--- src/design/assert_macros.svh ---
// Assertion macros shared by the RTL of the TGA stream decoder.
`ifndef ASSERT_MACROS_SVH
`define ASSERT_MACROS_SVH
`ifndef SYNTH
`define ASSERT_IMPLIES(lbl, clk, rst, ante, cons) \
  lbl: assert property (@(posedge clk) disable iff (rst) (ante) |-> (cons)) \
    else $error("assertion failed");
`define ASSERT_NEXT(lbl, clk, rst, ante, cons) \
  lbl: assert property (@(posedge clk) disable iff (rst) (ante) |=> (cons)) \
    else $error("assertion failed");
`else
`define ASSERT_IMPLIES(lbl, clk, rst, ante, cons)
`define ASSERT_NEXT(lbl, clk, rst, ante, cons)
`endif
`endif

--- src/design/tga_pkg.sv ---
// Shared types, constants and helpers for the TGA true-colour stream decoder.
package tga_pkg;

  localparam int MAX_DIM_BITS = 15;
  localparam int DIM_W        = 16;
  localparam int COORD_W      = 15;

  typedef enum logic [1:0] {
    KIND_PIXEL    = 2'd0,
    KIND_HEADER   = 2'd1,
    KIND_BAD_TYPE = 2'd2,
    KIND_BAD_DEPTH = 2'd3
  } kind_t;

  typedef struct packed {
    kind_t               kind;
    logic [7:0]          red;
    logic [7:0]          green;
    logic [7:0]          blue;
    logic [7:0]          alpha;
    logic [COORD_W-1:0]  column;
    logic [COORD_W-1:0]  row;
    logic                last;
  } res_t;

  function automatic logic [DIM_W-1:0] limit_dim(input logic [DIM_W-1:0] raw);
    logic [DIM_W-1:0] res;
    res = ((raw >> MAX_DIM_BITS) != '0) ? '0 : raw;
    return res;
  endfunction

endpackage

--- src/design/tga_truecolor_to_rgba_stream_core.sv ---
// Top level of the TGA true-colour to RGBA stream decoder.
//
// Input channel: one file byte per transfer on byte_valid/byte_ready, with
// first high on byte 0 of a file to restart parsing at the header.
// Output channel: result_valid/result_ready carry one result per transfer:
// a header result (kind header accepted, width in column, height in row),
// an error result (bad type or bad depth, last high), or one RGBA pixel with
// its column and destination row. Header bytes other than the last and all
// but the final byte of each pixel produce no result.
// Path: a byte is held in the input register, and its result is loaded into
// the result register when the byte leaves the input register; this waits
// while the result register is full and the receiver does not take it.
// Throughput: one byte per cycle while the result register has space, set
// by the single parse step each byte takes between the two registers.
// Reset: parsing restarts in the header phase, both registers are empty.
// Receiver stall: the result register holds its transfer, the input register
// takes one more byte, then byte_ready drops until result_ready returns.
`include "assert_macros.svh"
module tga_truecolor_to_rgba_stream_core (
  input  logic                        clk,
  input  logic                        rst,
  input  logic                        byte_valid,
  output logic                        byte_ready,
  input  logic [7:0]                  file_byte,
  input  logic                        first,
  output logic                        result_valid,
  input  logic                        result_ready,
  output logic [1:0]                  kind,
  output logic [7:0]                  red,
  output logic [7:0]                  green,
  output logic [7:0]                  blue,
  output logic [7:0]                  alpha,
  output logic [tga_pkg::COORD_W-1:0] column,
  output logic [tga_pkg::COORD_W-1:0] row,
  output logic                        last
);
  import tga_pkg::*;

  logic       in_valid;
  logic [7:0] in_byte;
  logic       in_first;
  logic       space;
  logic       advance;
  logic       res_valid;
  res_t       res;
  res_t       out_data;

  assign advance    = in_valid && space;
  assign byte_ready = !in_valid || space;

  always_ff @(posedge clk) begin
    if (rst) begin
      in_valid <= 1'b0;
    end else if (byte_valid && byte_ready) begin
      in_valid <= 1'b1;
    end else if (advance) begin
      in_valid <= 1'b0;
    end
  end

  always_ff @(posedge clk) begin
    if (byte_valid && byte_ready) begin
      in_byte  <= file_byte;
      in_first <= first;
    end
  end

  tga_parse u_parse (
    .clk       (clk),
    .rst       (rst),
    .step      (advance),
    .file_byte (in_byte),
    .first     (in_first),
    .res_valid (res_valid),
    .res       (res)
  );

  tga_out_buf u_out (
    .clk       (clk),
    .rst       (rst),
    .push      (advance && res_valid),
    .push_data (res),
    .pop_ready (result_ready),
    .full      (result_valid),
    .space     (space),
    .data      (out_data)
  );

  assign kind   = out_data.kind;
  assign red    = out_data.red;
  assign green  = out_data.green;
  assign blue   = out_data.blue;
  assign alpha  = out_data.alpha;
  assign column = out_data.column;
  assign row    = out_data.row;
  assign last   = out_data.last;

  `ASSERT_IMPLIES(a_err_last, clk, rst, result_valid && (kind == KIND_BAD_TYPE || kind == KIND_BAD_DEPTH), last)
  `ASSERT_IMPLIES(a_nonpix_zero, clk, rst, result_valid && kind != KIND_PIXEL, red == 8'd0 && green == 8'd0 && blue == 8'd0 && alpha == 8'd0)
  `ASSERT_IMPLIES(a_stall_full, clk, rst, !byte_ready, in_valid && result_valid)
  `ASSERT_NEXT(a_in_load, clk, rst, byte_valid && byte_ready, in_valid)

endmodule

--- src/design/tga_parse.sv ---
// Header parser and pixel assembler: decoder state and per-byte result logic.
module tga_parse (
  input  logic          clk,
  input  logic          rst,
  input  logic          step,
  input  logic [7:0]    file_byte,
  input  logic          first,
  output logic          res_valid,
  output tga_pkg::res_t res
);
  import tga_pkg::*;

  typedef enum logic [1:0] {
    PH_HEADER = 2'd0,
    PH_PIXELS = 2'd1,
    PH_DONE   = 2'd2
  } phase_t;

  localparam logic [4:0] HDR_TYPE    = 5'd2;
  localparam logic [4:0] HDR_WIDTH_L = 5'd12;
  localparam logic [4:0] HDR_WIDTH_H = 5'd13;
  localparam logic [4:0] HDR_HEIGHT_L = 5'd14;
  localparam logic [4:0] HDR_HEIGHT_H = 5'd15;
  localparam logic [4:0] HDR_DEPTH   = 5'd16;
  localparam logic [4:0] HDR_DESC    = 5'd17;
  localparam logic [7:0] TYPE_TRUECOLOR = 8'd2;
  localparam logic [4:0] BPP_RGB     = 5'd3;
  localparam logic [4:0] BPP_RGBA    = 5'd4;
  localparam logic [7:0] ALPHA_OPAQUE = 8'd255;

  phase_t             phase, phase_next;
  logic [4:0]         header_count, header_count_next;
  logic [7:0]         image_type, image_type_next;
  logic [DIM_W-1:0]   image_width, image_width_next;
  logic [DIM_W-1:0]   image_height, image_height_next;
  logic [4:0]         bytes_per_pixel, bytes_per_pixel_next;
  logic               top_origin, top_origin_next;
  logic [4:0]         byte_in_pixel, byte_in_pixel_next;
  logic [COORD_W-1:0] cur_column, cur_column_next;
  logic [COORD_W-1:0] cur_line, cur_line_next;
  logic [7:0]         held [3];
  logic [7:0]         held_next [3];

  phase_t             ph;
  logic [4:0]         hc;
  logic [DIM_W-1:0]   width_lim, height_lim;
  logic               col_end, line_end;

  always_comb begin
    ph = first ? PH_HEADER : phase;
    hc = first ? 5'd0 : header_count;
    width_lim  = limit_dim(image_width);
    height_lim = limit_dim(image_height);
    col_end  = ({1'b0, cur_column} + 16'd1) == image_width;
    line_end = ({1'b0, cur_line} + 16'd1) == image_height;

    phase_next           = ph;
    header_count_next    = hc;
    image_type_next      = image_type;
    image_width_next     = image_width;
    image_height_next    = image_height;
    bytes_per_pixel_next = bytes_per_pixel;
    top_origin_next      = top_origin;
    byte_in_pixel_next   = byte_in_pixel;
    cur_column_next      = cur_column;
    cur_line_next        = cur_line;
    held_next            = held;
    res_valid            = 1'b0;
    res                  = '0;

    unique case (ph)
      PH_HEADER: begin
        if (hc == HDR_TYPE)     image_type_next = file_byte;
        if (hc == HDR_WIDTH_L)  image_width_next = {image_width[15:8], file_byte};
        if (hc == HDR_WIDTH_H)  image_width_next = {file_byte, image_width[7:0]};
        if (hc == HDR_HEIGHT_L) image_height_next = {image_height[15:8], file_byte};
        if (hc == HDR_HEIGHT_H) image_height_next = {file_byte, image_height[7:0]};
        if (hc == HDR_DEPTH) begin
          bytes_per_pixel_next = file_byte[7] ? 5'd0 : 5'(file_byte >> 3);
        end
        if (hc < HDR_DESC) begin
          header_count_next = hc + 5'd1;
        end else begin
          top_origin_next = file_byte[5];
          res_valid = 1'b1;
          res.last  = 1'b1;
          if (image_type != TYPE_TRUECOLOR) begin
            phase_next = PH_DONE;
            res.kind   = KIND_BAD_TYPE;
          end else if (bytes_per_pixel < BPP_RGB) begin
            phase_next = PH_DONE;
            res.kind   = KIND_BAD_DEPTH;
          end else begin
            image_width_next   = width_lim;
            image_height_next  = height_lim;
            byte_in_pixel_next = '0;
            cur_column_next    = '0;
            cur_line_next      = '0;
            res.kind   = KIND_HEADER;
            res.column = width_lim[COORD_W-1:0];
            res.row    = height_lim[COORD_W-1:0];
            if (width_lim == '0 || height_lim == '0) begin
              phase_next = PH_DONE;
            end else begin
              phase_next = PH_PIXELS;
              res.last   = 1'b0;
            end
          end
        end
      end
      PH_PIXELS: begin
        if (byte_in_pixel < BPP_RGB) held_next[byte_in_pixel[1:0]] = file_byte;
        if (({1'b0, byte_in_pixel} + 6'd1) < {1'b0, bytes_per_pixel}) begin
          byte_in_pixel_next = byte_in_pixel + 5'd1;
        end else begin
          byte_in_pixel_next = '0;
          res_valid  = 1'b1;
          res.kind   = KIND_PIXEL;
          res.red    = (byte_in_pixel == 5'd2) ? file_byte : held[2];
          res.green  = held[1];
          res.blue   = held[0];
          res.alpha  = (bytes_per_pixel == BPP_RGBA) ? file_byte : ALPHA_OPAQUE;
          res.column = cur_column;
          res.row    = top_origin ? cur_line
                                  : (image_height[COORD_W-1:0] - 15'd1 - cur_line);
          res.last   = col_end && line_end;
          if (col_end && line_end) begin
            phase_next = PH_DONE;
          end else if (col_end) begin
            cur_column_next = '0;
            cur_line_next   = cur_line + 15'd1;
          end else begin
            cur_column_next = cur_column + 15'd1;
          end
        end
      end
      PH_DONE: begin
      end
      default: begin
        phase_next = PH_DONE;
      end
    endcase
  end

  always_ff @(posedge clk) begin
    if (rst) begin
      phase           <= PH_HEADER;
      header_count    <= '0;
      image_type      <= '0;
      image_width     <= '0;
      image_height    <= '0;
      bytes_per_pixel <= '0;
      top_origin      <= 1'b0;
      byte_in_pixel   <= '0;
      cur_column      <= '0;
      cur_line        <= '0;
      held            <= '{default: 8'd0};
    end else if (step) begin
      phase           <= phase_next;
      header_count    <= header_count_next;
      image_type      <= image_type_next;
      image_width     <= image_width_next;
      image_height    <= image_height_next;
      bytes_per_pixel <= bytes_per_pixel_next;
      top_origin      <= top_origin_next;
      byte_in_pixel   <= byte_in_pixel_next;
      cur_column      <= cur_column_next;
      cur_line        <= cur_line_next;
      held            <= held_next;
    end
  end

endmodule

--- src/design/tga_out_buf.sv ---
// Result register between the decoder logic and the output channel.
module tga_out_buf (
  input  logic          clk,
  input  logic          rst,
  input  logic          push,
  input  tga_pkg::res_t push_data,
  input  logic          pop_ready,
  output logic          full,
  output logic          space,
  output tga_pkg::res_t data
);
  import tga_pkg::*;

  assign space = !full || pop_ready;

  always_ff @(posedge clk) begin
    if (rst) begin
      full <= 1'b0;
    end else if (push) begin
      full <= 1'b1;
    end else if (pop_ready) begin
      full <= 1'b0;
    end
  end

  always_ff @(posedge clk) begin
    if (push) begin
      data <= push_data;
    end
  end

endmodule
--- config.mk ---
export PLATFORM = sky130hd
export DESIGN_NAME = tga_truecolor_to_rgba_stream_core
export DESIGN_NICKNAME = d
export VERILOG_FILES = /design/src/design/tga_pkg.sv /design/src/design/tga_truecolor_to_rgba_stream_core.sv /design/src/design/tga_parse.sv /design/src/design/tga_out_buf.sv
export VERILOG_INCLUDE_DIRS = /design/src /design/src/design
export SDC_FILE = /design/constraint.sdc
export NUM_CORES = 1
export LEC_CHECK = 0
export ABC_AREA = 1
export BUFFER_PORTS_ARGS = -buffer_cell sky130_fd_sc_hd__clkbuf_2
export CORE_ASPECT_RATIO = 0.5
export CORE_UTILIZATION = 26
export CTS_CLUSTER_DIAMETER = 200
export CTS_CLUSTER_SIZE = 28
export DETAILED_ROUTE_END_ITERATION = 10
export GPL_TIMING_DRIVEN = 0
export PLACE_DENSITY_LB_ADDON = 0.08
export SYNTH_ARGS = -nofsm -noshare
export SYNTH_HDL_FRONTEND = slang
export SYNTH_HIERARCHICAL = 1
export SYNTH_SLANG_ARGS = --single-unit
export TNS_END_PERCENT = 100
--- constraint.sdc ---
create_clock -name clk -period 6.5 [get_ports clk]
set_input_delay 0 -clock clk [delete_from_list [all_inputs] [get_ports clk]]
set_output_delay 0 -clock clk [all_outputs]
set_load 0.02 [all_outputs]
==> flow_metrics.env <==
export IMPL_dp_slack_ns=1.52
export IMPL_synth_compound_area_share_pct=16.2
export IMPL_mostFrequentLayoutCells="nand2_1 (312), inv_1 (181), nor2_1 (154)"
export IMPL_power_total_uw=2390
export IMPL_grt_overflow=0
export IMPL_pwr_density_cell_mw_per_mm2=199
export IMPL_insertion_delay_ns=0.47
export IMPL_crit_chain="inv_1 > nand2_1 > nor2_2 > inv_1 > nor2_1 > inv_1 > clkbuf_1 > clkbuf_1 > nand2_1 > inv_1 > nor2_4 > buf_12"
export IMPL_place_congestion=0.872
export IMPL_start_kind="register"
export IMPL_cp_num_buf_inv=7
export IMPL_diodes=0
export IMPL_min_period_ns=5.06
export IMPL_worstPathArrival_ns=5.22
export IMPL_placedInstanceArea_mm2=0.0113
export IMPL_vdd_drop_max_mv=0.176
export IMPL_worst_pin_slew_ns=1.18
export IMPL_grt_pass1_vias=9128
export IMPL_instances_no_fill=2037
export IMPL_leakagePower_uw=0.00484
export IMPL_netlist_area_mm2=0.0102
export IMPL_layout_commonest_cell="nand2_1"
export IMPL_fp_dieArea_mm2=0.0402
export IMPL_via_per_inst=4.83
export IMPL_cts_hold_buffers=12
export IMPL_critPathKind="reg -> reg"
export IMPL_cts_setup_buffers=0
export IMPL_cap_violations=0
export IMPL_synth_top_family_by_area="simple AND/OR/NAND/NOR gates"
export IMPL_fin_nets=1546
export IMPL_track_usage_pct=18.6
export IMPL_ant_nets=0
export IMPL_grt_start_max_net_pins=30
export IMPL_setup_viol=0
export IMPL_cts_repair_resized=0
export IMPL_ys_flop_type="dfxtp_1"
export IMPL_worst_path_most_repeated_cell="inv_1"
export IMPL_rows=50
export IMPL_postSynthCellCount=1391
export IMPL_synth_simple_area_share_pct=26.3
export IMPL_wire_per_inst_um=18.1
export IMPL_die_h_um=142
export IMPL_period_share_pct=77.8
export IMPL_synthesis_nets=1433
export IMPL_hpwl_mm=28.2
export IMPL_slew_headroom_pct=21.5
export IMPL_rsz0062_at_grt="no"
export IMPL_max_stage_delay_ns=0.79
export IMPL_synthXorXnorAreaFrac_pct=1.11
export IMPL_antenna_found_initial=0
export IMPL_ys_seq_elements=187
export IMPL_drcViolationCount=0
export IMPL_fmax_ghz=0.198
export IMPL_die_x_um=283
export IMPL_async_flop_share_pct=0
export IMPL_critPathCaptureType="register"
export IMPL_cp_slowest_cell="nor2_1"
export IMPL_hp_class="in -> reg"
export IMPL_synth_area_mux_share_pct=0
export IMPL_route_vias_total=9841
export IMPL_nFillCells=4106
export IMPL_fin_ws_ns=1.44
export IMPL_clk_pin_slew_ns=0.08
export IMPL_utilization_pct=31.6
export IMPL_yosys_area_top_type_share_pct=22.1
export IMPL_clockBufferDepth=2
export IMPL_avgSynthCellArea_um2=7.36
export IMPL_synth_distinct_cells=50
export IMPL_first_iter_violations=825
export IMPL_path_max_fanout=28
export IMPL_fin_worst_skew_ns=0.0236
export IMPL_portBuffers=79
export IMPL_start_util_pct=26.9
export IMPL_synth_top_cell_by_area="dfxtp_1"
export IMPL_yosys_top_cells_area="dfxtp_1 (22%), edfxtp_1 (22%), nand2_1 (11%), inv_1 (6.6%), o21ai_0 (5.8%)"
export IMPL_dr_pass1_iters=5
export IMPL_hold_viol=0
export IMPL_ios=80
export IMPL_dpl_cell_count=1992
export IMPL_report_final_slew_viol_count=0
export IMPL_root_buffer="clkbuf_16"
export IMPL_ys_warnings_count=6
export IMPL_synth_edf_count=74
export IMPL_cts_buffers_inserted=17
export IMPL_drive_gt1_share_pct=10.1
export IMPL_cts_sinks=187
export IMPL_yosys_area_share_adder_pct=3.62
export IMPL_wl_mm=36.9
export IMPL_grt_pass1_wl_mm=55.3
export IMPL_crit_family="simple AND/OR/NAND/NOR gates"
export IMPL_core_mm2=0.0381
export IMPL_cts_max_level=4
export IMPL_status="finished, final reports clean"
export IMPL_yosysSeqAreaShare_pct=43.8
export IMPL_required_ns=6.66
export IMPL_cts_tree="built"
export IMPL_synthToLayoutAreaGrowth_pct=17.6
export IMPL_post_route_cell_area_mm2=0.0120
## Yosys cell counts, types with 2 or more instances
cell / instances
nand2_1: 312
inv_1: 181
nor2_1: 155
o21ai_0: 119
a21oi_1: 115
dfxtp_1: 113
nand3_1: 89
edfxtp_1: 74
clkbuf_1: 37
nand4_1: 30
ha_1: 28
a211oi_1: 16
nor2_2: 9
o22ai_1: 9
nor4_1: 8
a221oi_1: 7
o21ai_1: 7
xor2_1: 7
buf_1: 6
xnor2_1: 6
a311oi_1: 5
a31oi_1: 5
nand2_2: 5
nor3_1: 5
inv_2: 4
nand3_2: 4
buf_2: 3
a21oi_2: 2
buf_4: 2
buf_6: 2
clkinv_1: 2
nand3_4: 2
nor2_4: 2
nor3_2: 2
o21a_1: 2
o41ai_1: 2
## layout make-up
type | instances | area (um2) | area share, %
multi-input combinational | 967 | 4840 | 40.2
sequential | 187 | 4480 | 37.2
inverter | 187 | 702 | 5.83
tap | 520 | 651 | 5.40
timing repair buffer | 94 | 561 | 4.65
clock buffer | 21 | 493 | 4.09
buffer | 50 | 214 | 1.78
clock inverter | 11 | 95.1 | 0.790
## state kept, by name, indices dropped and copies added, names as in the netlist
register and flops:
u_parse/phase 2, u_parse/image_height 16, u_parse/image_type 8, u_parse/top_origin 1
in_byte 8, u_parse/cur_column 15, u_parse/byte_in_pixel 5, u_parse/image_width 16
u_out/data 65, in_valid 1, u_parse/header_count 5, u_parse/cur_line 15
u_parse/bytes_per_pixel 4, u_out/full 1, in_first 1, u_parse/held 24
## cell families (layout without fill, tap and decap cells)
kind of cell    Yosys count  count (layout)
simple gates            626             626
compound gates          299             299
buf+inv                 237             363
flops                   187             187
fa+ha+maj                29              29
xor+xnor                 13              13
## layer usage
metal	part of all wire (%)	routed length (um)	GRT usage, %	vias up
met1	50	18600	26.7	4720
met2	44	16100	28.7	226
li1	-	-	-	4870
met5	0	0	0	-
met4	0.90	332	3.73	0
met3	5.1	1870	3.71	25
## worst paths after layout
path | startpoint | end | slack [ns] | depth (start not counted)
max | in_first$_DFFE_PP_ | u_out/data[20]$_DFFE_PP_ | 1.44 | 12
min | byte_valid | in_byte[4]$_DFFE_PP_ | 0.16 | 3
min reg2reg | u_parse/held[7]$_SDFFE_PP0P_ | u_parse/held[7]$_SDFFE_PP0P_ | 0.45 | 2
max reg2reg | in_first$_DFFE_PP_ | u_out/data[20]$_DFFE_PP_ | 1.44 | 12
## worst register-to-register path: stages, from the launching register on
cell	delay, ns
edfxtp_1	0.47
inv_1	0.17
nand2_1	0.10
nor2_2	0.74
inv_1	0.37
nor2_1	0.79
inv_1	0.27
clkbuf_1	0.46
clkbuf_1	0.43
nand2_1	0.17
inv_1	0.08
nor2_4	0.41
buf_12	0.27
## per-stage QoR
| step | setup TNS [ns] | hold WS, ns |
|---|---|---|
| 3_5_place_dp | 0 | 0.179 |
| 6_report | 0 | 0.162 |
| 3_3_place_gp | -162.91 | 0.183 |
| 5_1_grt | 0 | 0.177 |
| 4_1_cts | 0 | 0.145 |
| 2_1_floorplan | 0 | 0.0624 |
## where the power goes
group,internal [uW],total (uW),switching [uW]
Clock,557,1080,519
Combinational,22.7,86.3,63.5
Sequential,1220,1230,11.5
No activity file was read; power rests on OpenSTA's default activity.
